File: config.mk
export PLATFORM = sky130hd
export DESIGN_NAME = numeric_format_converter
export DESIGN_NICKNAME = d
export VERILOG_FILES = /design/src/sv/nfc_pkg.sv /design/src/sv/nfc_unpack.sv /design/src/sv/nfc_align.sv /design/src/sv/nfc_pack.sv /design/src/sv/numeric_format_converter.sv
export SDC_FILE = /design/constraint.sdc
export NUM_CORES = 1
export LEC_CHECK = 0
export BUFFER_PORTS_ARGS = -buffer_cell sky130_fd_sc_hd__buf_2
export CAP_MARGIN = 40
export CORE_ASPECT_RATIO = 1.1
export CORE_UTILIZATION = 65
export DETAILED_ROUTE_END_ITERATION = 10
export MAX_ROUTING_LAYER = met4
export PLACE_DENSITY = 0.86
export SETUP_SLACK_MARGIN = 0.5
export SLEW_MARGIN = 20
export SYNTH_ARGS = -nofsm -noshare
export SYNTH_HDL_FRONTEND = slang
export SYNTH_SLANG_ARGS = --single-unit
File: constraint.sdc
create_clock -name clk -period 12.28 [get_ports clk]
set_input_delay 1.228 -clock clk [delete_from_list [all_inputs] [get_ports clk]]
set_output_delay 1.228 -clock clk [all_outputs]
set_load 0.05 [all_outputs]
File: src/sv/nfc_pkg.sv
`timescale 1ns / 1ps
// nfc_pkg: shared types, mode codes and a leading zero helper for the numeric format converter
// no dependencies

package nfc_pkg;

	localparam int unsigned ModeW = 4;

	typedef enum logic [ModeW-1:0] {
		MODE_U8_F64   = 4'd0,
		MODE_I16_F64  = 4'd1,
		MODE_F64_U32  = 4'd2,
		MODE_F32_U32  = 4'd3,
		MODE_U8_F32   = 4'd4,
		MODE_I16_F32  = 4'd5,
		MODE_F64_U8   = 4'd6,
		MODE_F64_I16  = 4'd7,
		MODE_U32_F64  = 4'd8,
		MODE_U32_F32  = 4'd9,
		MODE_F32_U8   = 4'd10,
		MODE_F32_I16  = 4'd11
	} mode_t;

	typedef enum logic [2:0] {
		DST_F64,
		DST_F32,
		DST_U32,
		DST_U8,
		DST_I16,
		DST_BAD
	} dst_t;

	// stage 1: unpacked operand
	typedef struct packed {
		dst_t        dst;
		logic        nan;
		logic        sign;
		logic        fbig;
		logic        fsmall;
		logic [5:0]  fsh;
		logic [52:0] fmant;
		logic [31:0] imag;
		logic [4:0]  ilz;
		logic        izero;
		logic        last;
	} s1_t;

	// stage 2: aligned operand
	typedef struct packed {
		dst_t        dst;
		logic        nan;
		logic        sign;
		logic        fbig;
		logic [31:0] fmag;
		logic [31:0] inorm;
		logic [4:0]  iexp;
		logic        izero;
		logic        last;
	} s2_t;

	// stage 3: finished word
	typedef struct packed {
		logic [63:0] bits;
		logic        flag;
		logic        last;
	} s3_t;

	function automatic logic [4:0] lead_zeros(input logic [31:0] v);
		logic [4:0] n;
		n = 5'd0;
		for (int i = 0; i < 32; i++) begin
			if (v[i]) n = 5'(31 - i);
		end
		return n;
	endfunction

endpackage

File: src/sv/nfc_unpack.sv
`timescale 1ns / 1ps
// nfc_unpack: mode decode, float field split and integer magnitude with leading zero count
// depends on nfc_pkg

module nfc_unpack import nfc_pkg::*; (
	input  logic [ModeW-1:0] mode,
	input  logic [63:0]      source_bits,
	input  logic             last_in,
	output s1_t              s1
);
	logic               src_f64, src_f32, src_u8, src_i16;
	logic [10:0]        ef;
	logic [7:0]         es;
	logic signed [12:0] e;
	logic [15:0]        neg16;

	always_comb begin
		src_f64 = 1'b0;
		src_f32 = 1'b0;
		src_u8 = 1'b0;
		src_i16 = 1'b0;
		s1.dst = DST_BAD;
		case (mode_t'(mode))
			MODE_U8_F64: begin src_u8 = 1'b1; s1.dst = DST_F64; end
			MODE_I16_F64: begin src_i16 = 1'b1; s1.dst = DST_F64; end
			MODE_F64_U32: begin src_f64 = 1'b1; s1.dst = DST_U32; end
			MODE_F32_U32: begin src_f32 = 1'b1; s1.dst = DST_U32; end
			MODE_U8_F32: begin src_u8 = 1'b1; s1.dst = DST_F32; end
			MODE_I16_F32: begin src_i16 = 1'b1; s1.dst = DST_F32; end
			MODE_F64_U8: begin src_f64 = 1'b1; s1.dst = DST_U8; end
			MODE_F64_I16: begin src_f64 = 1'b1; s1.dst = DST_I16; end
			MODE_U32_F64: s1.dst = DST_F64;
			MODE_U32_F32: s1.dst = DST_F32;
			MODE_F32_U8: begin src_f32 = 1'b1; s1.dst = DST_U8; end
			MODE_F32_I16: begin src_f32 = 1'b1; s1.dst = DST_I16; end
			default: s1.dst = DST_BAD;
		endcase

		ef = source_bits[62:52];
		es = source_bits[30:23];
		neg16 = 16'(~source_bits[15:0] + 16'd1);
		if (src_f32) begin
			e = (es == 8'd0) ? -13'sd126 : ($signed({5'b0, es}) - 13'sd127);
			s1.fmant = {es != 8'd0, source_bits[22:0], 29'b0};
			s1.nan = (es == 8'hff) && (source_bits[22:0] != 23'd0);
		end else begin
			e = (ef == 11'd0) ? -13'sd1022 : ($signed({2'b0, ef}) - 13'sd1023);
			s1.fmant = {ef != 11'd0, source_bits[51:0]};
			s1.nan = (ef == 11'h7ff) && (source_bits[51:0] != 52'd0);
		end
		s1.fbig = (e >= 13'sd32);
		s1.fsmall = e[12];
		s1.fsh = 6'(13'sd52 - e);

		if (src_u8) begin
			s1.imag = {24'b0, source_bits[7:0]};
			s1.sign = 1'b0;
		end else if (src_i16) begin
			s1.imag = {16'b0, source_bits[15] ? neg16 : source_bits[15:0]};
			s1.sign = source_bits[15];
		end else if (src_f64) begin
			s1.imag = source_bits[31:0];
			s1.sign = source_bits[63];
		end else if (src_f32) begin
			s1.imag = source_bits[31:0];
			s1.sign = source_bits[31];
		end else begin
			s1.imag = source_bits[31:0];
			s1.sign = 1'b0;
		end
		s1.ilz = lead_zeros(s1.imag);
		s1.izero = (s1.imag == 32'd0);
		s1.last = last_in;
	end
endmodule

File: src/sv/nfc_align.sv
`timescale 1ns / 1ps
// nfc_align: integer part extraction and integer normalization shifts
// depends on nfc_pkg

module nfc_align import nfc_pkg::*; (
	input  s1_t s1,
	output s2_t s2
);
	always_comb begin
		s2.dst = s1.dst;
		s2.nan = s1.nan;
		s2.sign = s1.sign;
		s2.fbig = s1.fbig;
		s2.fmag = s1.fsmall ? 32'd0 : 32'(s1.fmant >> s1.fsh);
		s2.inorm = s1.imag << s1.ilz;
		s2.iexp = 5'd31 - s1.ilz;
		s2.izero = s1.izero;
		s2.last = s1.last;
	end
endmodule

File: src/sv/nfc_pack.sv
`timescale 1ns / 1ps
// nfc_pack: float packing with rounding for f32, integer saturation and flag
// depends on nfc_pkg

module nfc_pack import nfc_pkg::*; (
	input  s2_t s2,
	output s3_t s3
);
	logic        rnd;
	logic [30:0] sgl;
	logic [15:0] neg16;

	always_comb begin
		rnd = s2.inorm[7] && ((s2.inorm[6:0] != 7'd0) || s2.inorm[8]);
		sgl = {8'(s2.iexp) + 8'd127, s2.inorm[30:8]} + {30'b0, rnd};
		neg16 = 16'(~s2.fmag[15:0] + 16'd1);
		s3.bits = 64'd0;
		s3.flag = 1'b0;
		s3.last = s2.last;
		case (s2.dst)
			DST_F64: begin
				if (!s2.izero)
					s3.bits = {s2.sign, 11'(s2.iexp) + 11'd1023, s2.inorm[30:0], 21'b0};
			end
			DST_F32: begin
				if (!s2.izero) s3.bits = {32'b0, s2.sign, sgl};
			end
			DST_U32, DST_U8: begin
				if (s2.nan) begin
					s3.flag = 1'b1;
				end else if (s2.sign) begin
					s3.flag = s2.fbig || (s2.fmag != 32'd0);
				end else if (s2.dst == DST_U32) begin
					s3.flag = s2.fbig;
					s3.bits = s2.fbig ? 64'hffff_ffff : {32'b0, s2.fmag};
				end else begin
					s3.flag = s2.fbig || (s2.fmag > 32'd255);
					s3.bits = s3.flag ? 64'hff : {56'b0, s2.fmag[7:0]};
				end
			end
			DST_I16: begin
				if (s2.nan) begin
					s3.flag = 1'b1;
				end else if (s2.sign) begin
					s3.flag = s2.fbig || (s2.fmag > 32'd32768);
					s3.bits = s3.flag ? 64'h8000 : {48'b0, neg16};
				end else begin
					s3.flag = s2.fbig || (s2.fmag > 32'd32767);
					s3.bits = s3.flag ? 64'h7fff : {48'b0, s2.fmag[15:0]};
				end
			end
			default: s3.flag = 1'b1;
		endcase
	end
endmodule

File: src/sv/numeric_format_converter.sv
`timescale 1ns / 1ps
// numeric_format_converter: top level, mode register and three-stage pipeline
// depends on nfc_pkg, nfc_unpack, nfc_align, nfc_pack
//
// channel  handshake              payload
// in       in_valid / in_stall    source_bits, last_in
// out      out_valid / out_stall  result_bits, out_of_range, last_out
// cfg      cfg_we                 cfg_wdata
//
// one word per cycle while the output is not stalled; each word passes registers r_s1, r_s2 and r_s3 (output)
// stage 1 unpack and count leading zeros, stage 2 shift, stage 3 round and saturate
// arst_n clears the valid bits and the mode register
// a stage holds while the stage after it is full and stalled

module numeric_format_converter import nfc_pkg::*; (
	input  logic             clk,
	input  logic             arst_n,
	input  logic             cfg_we,
	input  logic [ModeW-1:0] cfg_wdata,
	input  logic             in_valid,
	output logic             in_stall,
	input  logic [63:0]      source_bits,
	input  logic             last_in,
	output logic             out_valid,
	input  logic             out_stall,
	output logic [63:0]      result_bits,
	output logic             out_of_range,
	output logic             last_out
);
	logic [ModeW-1:0] mode_q;
	logic             v_s1, v_s2, v_s3;
	logic             rdy1, rdy2, rdy3;
	s1_t              d1, r_s1;
	s2_t              d2, r_s2;
	s3_t              d3, r_s3;

	assign rdy3 = !v_s3 || !out_stall;
	assign rdy2 = !v_s2 || rdy3;
	assign rdy1 = !v_s1 || rdy2;
	assign in_stall = !rdy1;

	nfc_unpack u_unpack (.mode(mode_q), .source_bits(source_bits), .last_in(last_in), .s1(d1));
	nfc_align u_align (.s1(r_s1), .s2(d2));
	nfc_pack u_pack (.s2(r_s2), .s3(d3));

	always_ff @(posedge clk or negedge arst_n) begin
		if (!arst_n) begin
			mode_q <= '0;
			v_s1 <= 1'b0;
			v_s2 <= 1'b0;
			v_s3 <= 1'b0;
		end else begin
			if (cfg_we) mode_q <= cfg_wdata;
			if (rdy1) v_s1 <= in_valid;
			if (rdy2) v_s2 <= v_s1;
			if (rdy3) v_s3 <= v_s2;
		end
	end

	always_ff @(posedge clk) begin
		if (rdy1) r_s1 <= d1;
		if (rdy2) r_s2 <= d2;
		if (rdy3) r_s3 <= d3;
	end

	assign out_valid = v_s3;
	assign result_bits = r_s3.bits;
	assign out_of_range = r_s3.flag;
	assign last_out = r_s3.last;
endmodule

## After elaboration in Yosys (flattened, before gate mapping)

Index checks and enable logic that the tools add are counted.

| storage, ports and cells | value |
|---|---|
| output and inout bits | 68 |
| register bits | 254 |
| input port bits | 74 |
| word-level logic and storage cells | 171 |

| operators by class | value |
|---|---|
| bitwise operators | 2 |
| add/sub/neg operators | 9 |
| shift operators | 2 |
| reductions and logical operators | 42 |
| magnitude comparators | 4 |
| equal/unequal tests | 17 |
| multiplexer cells | 63 |

Operator list:

| cell | count |
|---|---|
| 2-to-1 mux 64 bit | 4 |
| one-hot mux 64 bit (4 select lines) | 1 |
| 2-to-1 mux 65 bit | 2 |
| 2-to-1 mux 32 bit | 4 |
| 2-to-1 mux 5 bit | 16 |
| 2-to-1 mux 53 bit | 1 |
| right shift 53 x 6 -> 32 bit | 1 |
| nonzero test 52 bit | 1 |
| 2-to-1 mux 16 bit | 3 |
| 2-to-1 mux 13 bit | 3 |
| adder 16 x 1 -> 16 bit, second input constant | 2 |
| greater-than comparator 32 x 15 -> 1 bit, second input constant | 1 |
| greater-than comparator 32 x 16 -> 1 bit, second input constant | 1 |
| greater-than comparator 32 x 8 -> 1 bit, second input constant | 1 |
| logical NOT 32 bit | 1 |
| 2-to-1 mux 4 bit | 8 |
| NOT 16 bit | 2 |
| nonzero test 32 bit | 1 |
| << shifter 32 x 5 -> 31 bit | 1 |
| adder 31 x 1 -> 31 bit | 1 |
| nonzero test 23 bit | 1 |
| == test 4 x 3 -> 1 bit, second input constant | 4 |
| == test 4 bit, second input constant | 4 |
| OR reduction 16 bit | 1 |
| 34 further kinds | 74 |

## Depth between registers and ports, before layout

Gate-level depths: netlist of the first run.

| depth | value |
|---|---|
| depth after elaboration | 36 |
| gate-level depth with buffers | 10 |
| depth with buffers taken out | 9 |

## By module

Synthesis of the first run repeated with hierarchy kept, for this count alone.

| second synthesis, totals | value |
|---|---|
| cell total of the unflattened synthesis | 1595 |
| area total of the unflattened synthesis | 17504.3 um^2 |

By module, submodules not included:

| module | seq. area each (um^2) | instances | area an instance (um^2) | cells each |
|---|---|---|---|---|
| numeric_format_converter | 7622.3 | 1 | 7717.4 | 266 |
| nfc_align | 0.0 | 1 | 5257.5 | 574 |
| nfc_unpack | 0.0 | 1 | 2448.6 | 410 |
| nfc_pack | 0.0 | 1 | 2080.7 | 345 |

## Worst setup path before layout of the first run

Ideal clock, no wire load.

| timing | value |
|---|---|
| path type | input port to output port |
| start point | input out_stall |
| end point | output in_stall |
| required time | 11052 ps |
| stages | 2 |
| path slack | 5228 ps |
| arrival time | 5824 ps |
| path buffers | 0 |
| cells stage by stage | nand4_1 inv_1 |

| between the ends | value |
|---|---|
| cells in the longest elaborated chain, start to end | 5 |

RTL lines:

| what | RTL line | text |
|---|---|---|
| start: declaration | numeric_format_converter.sv:25 | `input logic out_stall,` |
| logical NOT 1 bit | numeric_format_converter.sv:37 | `assign rdy3 = !v_s3 \|\| !out_stall;` |
| logical OR 1 bit | numeric_format_converter.sv:37 |  |
| logical OR 1 bit | numeric_format_converter.sv:38 | `assign rdy2 = !v_s2 \|\| rdy3;` |
| logical OR 1 bit | numeric_format_converter.sv:39 | `assign rdy1 = !v_s1 \|\| rdy2;` |
| logical NOT 1 bit | numeric_format_converter.sv:40 | `assign in_stall = !rdy1;` |
| end: declaration | numeric_format_converter.sv:21 | `output logic in_stall,` |

Every way passes these cells.

## Worst setup path after layout of the first run

| timing | value |
|---|---|
| start point | input source_bits[0] |
| end point | register r_s1[6] (netlist name), data pin |

| between the ends | value |
|---|---|
| cells in the longest elaborated chain, start to end | 21 |

RTL lines:

| what | RTL line | text |
|---|---|---|
| start: declaration | numeric_format_converter.sv:22 | `input logic [63:0] source_bits,` |
| NOT 16 bit | nfc_unpack.sv:41 | `neg16 = 16'(~source_bits[15:0] + 16'd1);` |
| adder 16 x 1 -> 16 bit | nfc_unpack.sv:41 |  |
| 2-to-1 mux 16 bit | nfc_unpack.sv:59 | `s1.imag = {16'b0, source_bits[15] ? neg16 : source_bits[15:0]};` |
| 2-to-1 mux 32 bit | nfc_unpack.sv:58 | `end else if (src_i16) begin` |
| 2-to-1 mux 32 bit (*) | nfc_unpack.sv:55 | `if (src_u8) begin` |
| 2-to-1 mux 5 bit (15 in a row) | nfc_pkg.sv:72 | `if (v[i]) n = 5'(31 - i);` |
| 2-to-1 mux 5 bit (*) | nfc_pkg.sv:72 |  |
| end signal: assignment | numeric_format_converter.sv:61 | `if (rdy1) r_s1 <= d1;` |
| end: declaration | numeric_format_converter.sv:33 | `s1_t d1, r_s1;` |

Every way passes the cells marked *; elsewhere a longest branch is shown, timed or not.
A chain may end at the register's enable or synchronous reset.

==> flow_summary.ini, run 1 <==
[pwr]
irDropWorstVdd_mv = 0.209
powerDensity_nw_per_um2 = 189
p_leak_nw = 7.16
p_total_mw = 3.52

[clock_network]
cts_hold_buf = 0
clock-root-buffer = clkbuf_16
clock_latency_ns = 0.54
numCtsBuffers = 26
path_clk_slew_ns = 0.06
htreeDepth = 1
cts-resized-gates = 0
postCtsSetupRepairBufs = 0
cts_tree = done
clock_sinks = 252
cts_buffer_depth = 3

[logic_synthesis]
ys_seq_area_frac = 0.451
synth-seq-cells = 252
synthAdderAreaFrac = 0.00899
async_flop_share = 0.0278
yosys_warnings = 0
synthMuxAreaShare = 0.165
synth_edf_count = 245
ys.flop_type = edfxtp_1
yosysUniqueCellTypes = 80
yosys.area_share.simple = 0.183
syn_nets = 1686
synth_compound_area_frac = 0.126
syn_inst = 1600
synth_xor_area_frac = 0.0273
synth_top_area_share = 0.440
netlist_area_um2 = 16700
synth.avg_cell_area_um2 = 10.4
synth.area.top_cells = edfxtp_1 44%, mux4_2 11%, nand2_1 5.1%
yosysTopAreaCell = edfxtp_1
synth_top_family_by_area = simple AND/OR/NAND/NOR gates

[timing]
setup_viol_count_final = 0
rsz0062_at_grt = false
post-route-period-util = 0.321
max_slew_margin = 0.435
hold_viol = 0
fin_worst_skew_ns = 0.0250
finalCriticalPeriod_ns = 3.94
hold_slack_ns = 0.423
fmax_mhz = 254
maxSlewViolCount = 0
worst_pin_slew_ns = 0.844
tns_ns = 0

[global_routing]
grt_pass1_vias = 12800
grt_pass1_wl_um = 72600
overflow = 0
grt_start_max_net_pins = 74
antenna_found_initial = 0
grt_use_total = 0.376

[setup_path]
critical_path_class = in -> reg
crit_fanout = 7
critPathTopFamily = simple AND/OR/NAND/NOR gates
critPathLaunch = source_bits[0]
start_kind = input pin
worst_ep_arrival_time_ns = 4.21
cp-end-kind = flop
critical_path.max_stage_delay_ns = 0.60
path_common_cell = buf_2
crit_chain = buf_2, inv_1, ha_1, nor3b_1, buf_2, nand4_1, and2_1, a221oi_1, or4b_4, o31a_1
r2r_start = mode_q[0]$_DFFE_PN0P_
slowest_stage = a221oi_1
crit_buf_inv = 3
cp.required_ns = 12.55

[drt]
dr.first_iter.drc_count = 1497
ant_nets = 0
drt-total-wl_um = 48300
num_vias = 14000
viasPerCell = 6.83
wire_per_inst_um = 23.6
route.detailed.drc = 0
first_pass_iters = 6

[worst_hold_path]
min_path_type = reg -> reg
worstHoldStart = r_s2[0]$_DFFE_PP_

[floorplanning]
die_h_um = 170
ios = 142
core_area_um2 = 25300
start_util = 0.661
die_x_um = 155
die_area_um2 = 26400
placementRows = 61

[layout]
antenna_cells = 0
area_growth_pct = 11.5
layout-drive-gt1-share = 0.216
nNetsFinal = 1767
fin_area_um2 = 18600

[flow_run]
drv_cap = 0

[place]
place_area_um2 = 17700
hpwl_um = 35800
numPortBuffers = 141
gp_congestion = 1.05

[outcome]
status = completed
## sequential cells by signal (all words and copies together), names as in the netlist
name and cells:
r_s1 104, result_bits 63, out_valid 1, mode_q 4
v_s1 1, last_out 1, r_s2 76, v_s2 1
out_of_range 1
## cell usage in the layout, fill, tap and decap left out, types with 16 or more instances in the layout
master     Yosys  layout
edfxtp_1     245     245
nand2_1      227     226
buf_2          6     143
nor2_1       137     137
o21ai_0       80      80
mux4_2        79      79
and2_1        60      60
a21oi_1       59      59
mux2i_1       54      54
nor3_1        40      40
mux2_2        39      39
inv_1         38      38
xnor2_1       33      33
nand3_1       32      31
clkbuf_16      0      27
nor4_1        26      24
buf_4          3      20
o211ai_1      19      19
xor2_1        19      19
a31oi_1       16      16
a211oi_1      16      16
## where the power goes
| part | internal [mW] | total, mW | leakage, nW | switching [mW] |
|---|---|---|---|---|
| registers | 1.16 | 1.34 | 2.67 | 0.176 |
| logic | 0.522 | 1.37 | 4.05 | 0.844 |
| clock network | 0.493 | 0.818 | 0.442 | 0.325 |
| total | 2.18 | 3.52 | 7.16 | 1.34 |
## cells by family (layout without fill, tap and decap cells)
group	count (synthesis)	after routing
buf+inv	162	263
compound gates	315	315
mux	172	172
simple gates	635	635
xor+xnor	52	52
fa+ha+maj	12	12
flops	252	252
## area by class of cell
| class | count | area (µm²) |
|---|---|---|
| Sequential cell | 252 | 7530 |
| Multi-Input combinational cell | 1186 | 8580 |
| Fill cell | 1726 | 6630 |
| Timing Repair Buffer | 170 | 1020 |
| Clock buffer | 36 | 749 |
| Inverter | 45 | 169 |
| Clock inverter | 12 | 156 |
| Tap cell | 346 | 433 |
## metrics by stage
stage | utilization | instances | setup slack (ns)
after floorplan | - | 1600 | 5.23
after CTS | 0.736 | 2045 | 8.41
final | 0.738 | 2047 | 8.34
after detailed placement | 0.700 | 1997 | 7.87
after global placement | 0.695 | 1990 | 7.65
after global routing | 0.738 | 2047 | 8.16
## metal layers
metal	global-route usage	wire length, µm	vias up
met5	-	0	-
met4	0.241	3520	0
met3	0.0476	4250	195
met2	0.606	22900	981
met1	0.450	17600	6593
li1	-	-	6212
## path summary, 6_finish.rpt
| check | slack [ns] | endpoint | cells after the start |
|---|---|---|---|
| min in group asynchronous | 0.54 | mode_q[1]$_DFFE_PN0P_ | 1 |
| hold / removal | 0.42 | last_out$_DFFE_PP_ | 0 |
| hold reg to reg | 0.42 | last_out$_DFFE_PP_ | 0 |
| setup / recovery | 8.34 | r_s1[6]$_SDFFCE_PN0N_ | 10 |
| max in group asynchronous | 11.53 | mode_q[3]$_DFFE_PN0P_ | 1 |
| setup reg to reg | 8.88 | r_s1[6]$_SDFFCE_PN0N_ | 6 |
## cells in the mapped netlist (all sizes together) (33+ instances only)
| master | count |
|---|---|
| xnor2 | 33 |
| edfxtp | 245 |
| nor3 | 40 |
| mux2 | 39 |
| mux4 | 79 |
| nand2 | 227 |
| o21ai | 80 |
| and2 | 61 |
| mux2i | 54 |
| a21oi | 59 |
| clkbuf | 89 |
| inv | 41 |
| nor2 | 137 |
Note: power is estimated with default switching activity, not from simulation.
==> run 2, diff against run 1 <==
--- a/config.mk
+++ b/config.mk
@@ -5,13 +5,14 @@
 export SDC_FILE = /design/constraint.sdc
 export NUM_CORES = 1
 export LEC_CHECK = 0
+export ABC_AREA = 1
 export BUFFER_PORTS_ARGS = -buffer_cell sky130_fd_sc_hd__buf_2
 export CAP_MARGIN = 40
 export CORE_ASPECT_RATIO = 1.1
-export CORE_UTILIZATION = 65
+export CORE_UTILIZATION = 61
 export DETAILED_ROUTE_END_ITERATION = 10
 export MAX_ROUTING_LAYER = met4
-export PLACE_DENSITY = 0.86
+export PLACE_DENSITY = 0.81
 export SETUP_SLACK_MARGIN = 0.5
 export SLEW_MARGIN = 20
 export SYNTH_ARGS = -nofsm -noshare
==> constraint.sdc (replaced) <==
create_clock -name clk -period 3.8 [get_ports clk]
set_input_delay 0.38 -clock clk [delete_from_list [all_inputs] [get_ports clk]]
set_output_delay 0.38 -clock clk [all_outputs]
set_load 0.05 [all_outputs]
==> flow_summary.ini, run 2 <==
[logic_synthesis]
synth-seq-cells = 252
synth.most_common_cell = nand2_1
syn_nets = 2181
synth_top_area_share = 0.457
yosys_warnings = 0
synth.area.top_cells = edfxtp_1 46%, nand2_1 13%, o21ai_0 9.0%
ys.flop_type = edfxtp_1
synth_edf_count = 245
ys_seq_area_frac = 0.468
netlist_area_um2 = 16100
yosysTopAreaCell = edfxtp_1
synthTopCellsByCount = 548 x nand2_1, 290 x o21ai_0, 245 x edfxtp_1
synth.avg_cell_area_um2 = 7.69
syn_inst = 2095
async_flop_share = 0.0278
yosysUniqueCellTypes = 52

[timing]
hold_viol = 0
setup_viol_count_final = 0
finalCriticalPeriod_ns = 3.08
fin_worst_skew_ns = 0.00959
post-route-period-util = 0.811
max_slew_margin = 0.456
maxSlewViolCount = 0
hold_slack_ns = 0.0143
fmax_mhz = 325
rsz0062_at_grt = true
worst_pin_slew_ns = 0.815

[clock_network]
htreeDepth = 1
clock_latency_ns = 0.54
cts_buffer_depth = 3
clock_sinks = 252
path_clk_slew_ns = 0.06
cts_tree = done
numCtsBuffers = 26
clock-root-buffer = clkbuf_16

[setup_path]
crit_buf_inv = 1
critical_path_class = reg -> reg
worst_ep_arrival_time_ns = 3.37
cp.required_ns = 4.09
critPathTopFamily = simple AND/OR/NAND/NOR gates
start_kind = flop
cp-end-kind = flop
path_common_cell = nand2_1
crit_fanout = 7
slowest_stage = dfrtp_1
critical_path.max_stage_delay_ns = 0.46

[layout]
largest_reg_flops = 104
layout_commonest_cell = nand2_1
nNetsFinal = 2283
final_cell_mix = 546 x nand2_1, 290 x o21ai_0, 245 x edfxtp_1, 220 x inv_1, 212 x nor2_1
antenna_cells = 0
n_fill_cell = 2160
final_cells = 2569
largest-register = r_s1
fin_area_um2 = 18200
area_growth_pct = 12.7
layout-drive-gt1-share = 0.122

[floorplanning]
ios = 142
placementRows = 62
die_x_um = 157
die_area_um2 = 27100
core_area_um2 = 26000
start_util = 0.620
die_h_um = 172

[pwr]
powerDensity_nw_per_um2 = 582
p_leak_nw = 8.01
irDropWorstVdd_mv = 0.380

[flow_run]
drv_cap = 0

[drt]
first_pass_iters = 6
wire_per_inst_um = 18.0
dr.first_iter.drc_count = 1615
num_vias = 15000
viasPerCell = 5.86
ant_nets = 0
route.detailed.drc = 0
drt-total-wl_um = 46300

[outcome]
status = completed

[place]
hpwl_um = 35400
place_area_um2 = 17100
place_inst = 2511
gp_congestion = 0.990
numPortBuffers = 141

[global_routing]
antenna_found_initial = 0
grt_pass1_wl_um = 70800
overflow = 0
grt_start_max_net_pins = 78
grt_pass1_vias = 13300
grt_use_total = 0.352

[worst_hold_path]
min_path_type = in -> reg
run 2: worst paths after layout:
kind	cells after the start	end	startpoint	slack, ns
worst max-delay path	32	r_s1[2]$_SDFFCE_PP0N_	mode_q[3]$_DFFE_PN0P_	0.72
worst min-delay path	1	r_s1[0]$_DFFE_PN_	last_in	0.01
worst max register to register	32	r_s1[2]$_SDFFCE_PP0N_	mode_q[3]$_DFFE_PN0P_	0.72
worst min register to register	0	r_s2[72]$_DFFE_PP_	r_s1[100]$_SDFFCE_PP0N_	0.42
max in group asynchronous	2	out_valid$_DFFE_PN0P_	arst_n	3.36
min in group asynchronous	2	mode_q[0]$_DFFE_PN0P_	arst_n	0.24
run 2: final cells by class:
class                      instances  area [µm²]  area share
sequential                       252        7530       0.415
multi-input combinational       1503        7350       0.405
timing repair buffer             176        1060      0.0583
inverter                         238         901      0.0496
clock buffer                      27         654      0.0360
tap                              352         440      0.0243
clock inverter                    21         221      0.0122
run 2: routing by layer:
metal,part of all wire,up-vias,global-route usage
li1,-,7305,-
met1,0.39,6837,0.426
met2,0.49,774,0.595
met3,0.070,126,0.0348
met4,0.049,0,0.165
met5,0,-,-
run 2: metrics by stage:
stage                util  setup slack [ns]  power, mW  setup TNS [ns]
floorplan               -            -0.958       6.78          -99.60
global placement    0.657             0.665       7.81               0
detailed placement  0.658             0.623       7.87               0
CTS                 0.692             0.659       10.5               0
global route        0.699             0.486       11.1               0
finish              0.699             0.719       10.6               0
run 2: kinds of logic (layout without fill, tap and decap cells):
family                   Yosys count  count (layout)  synth area share
multiplexers                      25              25            0.0155
AO/OA/AOI/OAI                    440             440             0.153
adder cells (fa/ha/maj)           12              12           0.00932
buffers and inverters            340             462            0.0795
XOR/XNOR                          24              24            0.0135
AND/OR/NAND/NOR                 1002            1002             0.261
flip-flops                       252             252             0.468
run 2: repair_timing:
| action | CTS | global route |
|---|---|---|
| setup buffers | 0 | 5 |
| setup endpoints to repair | 0 | 2 |
| hold endpoints to repair | 7 | 0 |
| gates resized for setup | 0 | 6 |
| hold buffers | 1 | 0 |
run 2: power by group:
group / leakage, nW / switching [mW] / internal (mW) / total, mW
registers: 2.66 / 0.380 / 3.73 / 4.11
clock network: 0.418 / 1.09 / 1.53 / 2.61
logic: 4.93 / 2.76 / 1.09 / 3.85
total: 8.01 / 4.22 / 6.34 / 10.6
run 2: worst reg2reg max path: cells and delay by family (launching register included):
family | cells | cell delay (ns)
and+or+nand+nor | 29 | 2.04
AOI/OAI and AO/OA | 1 | 0.05
xor gates and xnor gates | 1 | 0.16
DFF | 1 | 0.46
buffers and inverters | 1 | 0.15
==> run 3, diff against run 2 <==
--- a/config.mk
+++ b/config.mk
@@ -9,10 +9,10 @@
 export BUFFER_PORTS_ARGS = -buffer_cell sky130_fd_sc_hd__buf_2
 export CAP_MARGIN = 40
 export CORE_ASPECT_RATIO = 1.1
-export CORE_UTILIZATION = 61
+export CORE_UTILIZATION = 55
 export DETAILED_ROUTE_END_ITERATION = 10
 export MAX_ROUTING_LAYER = met4
-export PLACE_DENSITY = 0.81
+export PLACE_DENSITY = 0.77
 export SETUP_SLACK_MARGIN = 0.5
 export SLEW_MARGIN = 20
 export SYNTH_ARGS = -nofsm -noshare
==> constraint.sdc (replaced) <==
create_clock -name clk -period 2.5 [get_ports clk]
set_input_delay 0.25 -clock clk [delete_from_list [all_inputs] [get_ports clk]]
set_output_delay 0.25 -clock clk [all_outputs]
set_load 0.05 [all_outputs]
==> flow_summary.ini, run 3 (same netlist as run 2, synthesis figures left out) <==
[layout]
layout_commonest_cell = nand2_1
largest_reg_flops = 104
largest-register = r_s1
nNetsFinal = 2555
layout-drive-gt1-share = 0.399
area_growth_pct = 43.9
n_fill_cell = 1786
final_cell_mix = 421 x nand2_1, 245 x edfxtp_1, 223 x buf_4, 190 x nor2_1, 188 x inv_1

[drt]
drt-total-wl_um = 63700
num_vias = 17800
wl_met3_um = 5990
viasPerCell = 6.24
wire_per_inst_um = 22.3
route.met2.wl_um = 30300
highest_layer = met4
first_pass_iters = 8
wl_met1_um = 22100
dr.first_iter.drc_count = 2394
route.detailed.drc = 0
ant_nets = 0

[floorplanning]
die_h_um = 181
start_util = 0.561
placementRows = 65
die_x_um = 165
ios = 142
core_area_um2 = 28700
die_area_um2 = 30000

[pwr]
combPwrFrac = 0.468
p_int_mw = 11.4
switching_share = 0.425
p_switching_mw = 8.43
irDropWorstVdd_mv = 0.799
p_leak_nw = 10.2
p_clk_frac = 0.210
seq_power_share = 0.323
powerDensity_nw_per_um2 = 857

[clock_network]
clock_sinks = 252
cts_tree = done
htreeDepth = 1
path_clk_slew_ns = 0.07
cts_buffer_depth = 3
numCtsBuffers = 27
clock_latency_ns = 0.55
clock-root-buffer = clkbuf_16

[place]
hpwl_um = 39500
numPortBuffers = 141
post-place-ws_ns = -0.467
gp_congestion = 1.06

[timing]
finalCriticalPeriod_ns = 3.16
setup_viol_count_final = 25
maxSlewViolCount = 0
fin_worst_skew_ns = 0.0127
fmax_mhz = 317
worst_pin_slew_ns = 0.848
hold_viol = 0
post-route-period-util = 1.26
max_slew_margin = 0.429
rsz0062_at_grt = true
setup_ws_ns = -0.656
tns_ns = -8.64

[setup_path]
start_kind = flop
crit_fanout = 2
worst_ep_arrival_time_ns = 3.52
cp-end-kind = flop
critical_path_class = reg -> reg
cp.required_ns = 2.87

[worst_hold_path]
min_path_type = in -> reg

[global_routing]
grt_start_max_net_pins = 93
antenna_found_initial = 1
grt_use_total = 0.377
overflow = 0
grt_pass1_wl_um = 83900
grt_pass1_vias = 15600

[outcome]
status = finished, violations left
failed_checks = setup timing

[flow_run]
drv_cap = 0
run 3: cell count changes in the layout (fill, tap and decap cells not counted), sizes merged:
| cell | change |
|---|---|
| inv | +3 |
| dlygate4sd3 | +2 |
| buf | +259 |
| clkbuf | +13 |
| diode | +1 |
| clkinvlp | +1 |
| clkinv | -5 |
run 3: power groups by stage:
| stage | registers (mW) | clock network (mW) | logic, mW |
|---|---|---|---|
| floorplan | 6.67 | 0 | 3.68 |
| global placement | 6.27 | 0 | 6.29 |
| detailed placement | 6.30 | 0 | 6.35 |
| CTS | 6.26 | 4.13 | 7.32 |
| global route | 6.44 | 4.32 | 9.83 |
| finish | 6.40 | 4.17 | 9.28 |
run 3: repair_timing:
| action | 4_1_cts | 5_1_grt |
|---|---|---|
| gates resized for setup | 382 | 427 |
| pin swaps | 94 | 166 |
| hold buffers | 3 | 0 |
| buffers inserted | 55 | 52 |
| cloned | 3 | 13 |
| endpoints found under the hold margin | 9 | 0 |
| endpoints found under the setup margin | 91 | 99 |
run 3: final cells by class:
type                    instances  area, µm²  area share
repair buffers                447       3690       0.159
clock inverters                20        209     0.00902
well taps                     368        460      0.0199
clock buffers                  30        687      0.0296
flip-flops and latches        252       7530       0.325
inverters                     238        961      0.0415
multi-input cells            1503       9630       0.416
diodes                          1       2.50    0.000108
run 3: critical path: stages (launching register included):
cell and delay (ns):
edfxtp_1 0.37, nand2_2 0.08, buf_4 0.13, buf_6 0.11, nor3_4 0.11, inv_1 0.08
nor2_1 0.09, inv_1 0.07, nor2_2 0.12, inv_2 0.06, buf_4 0.13, buf_4 0.13
buf_4 0.13, buf_4 0.12, buf_4 0.13, buf_4 0.13, buf_4 0.14, buf_4 0.13
buf_4 0.13, buf_4 0.12, buf_4 0.13, nand2_2 0.04, a32o_1 0.29
run 3: final timing paths:
| path | to | start | slack, ns | depth (start not counted) |
|---|---|---|---|---|
| setup / recovery | result_bits[5]$_SDFFCE_PN0P_ | r_s2[14]$_SDFFCE_PP0P_ | -0.66 | 22 |
| hold / removal | r_s1[78]$_DFFE_PN_ | source_bits[39] | 0.009 | 3 |
| setup reg to reg | result_bits[5]$_SDFFCE_PN0P_ | r_s2[14]$_SDFFCE_PP0P_ | -0.66 | 22 |
| hold reg to reg | last_out$_DFFE_PP_ | r_s2[0]$_DFFE_PP_ | 0.42 | 0 |
| max in group asynchronous | mode_q[0]$_DFFE_PN0P_ | arst_n | 2.11 | 2 |
| min in group asynchronous | v_s1$_DFFE_PN0N_ | arst_n | 0.12 | 2 |
run 3: layer usage:
layer,global-route usage,vias up
li1,-,7885
met1,0.434,8239
met2,0.632,1311
met3,0.0443,404
met4,0.212,0
met5,-,-
run 3: stage by stage:
stage	util	cell area, µm²	power, mW	hold WS [ns]	instances
detailed placement	0.644	18500	12.6	0.140	2679
finish	0.807	23200	19.9	0.00908	2859
floorplan	-	16300	10.4	-0.0456	2095
global placement	0.644	18500	12.6	0.134	2679
global route	0.807	23200	20.6	0.0160	2859
CTS	0.729	20900	17.7	0.000210	2790
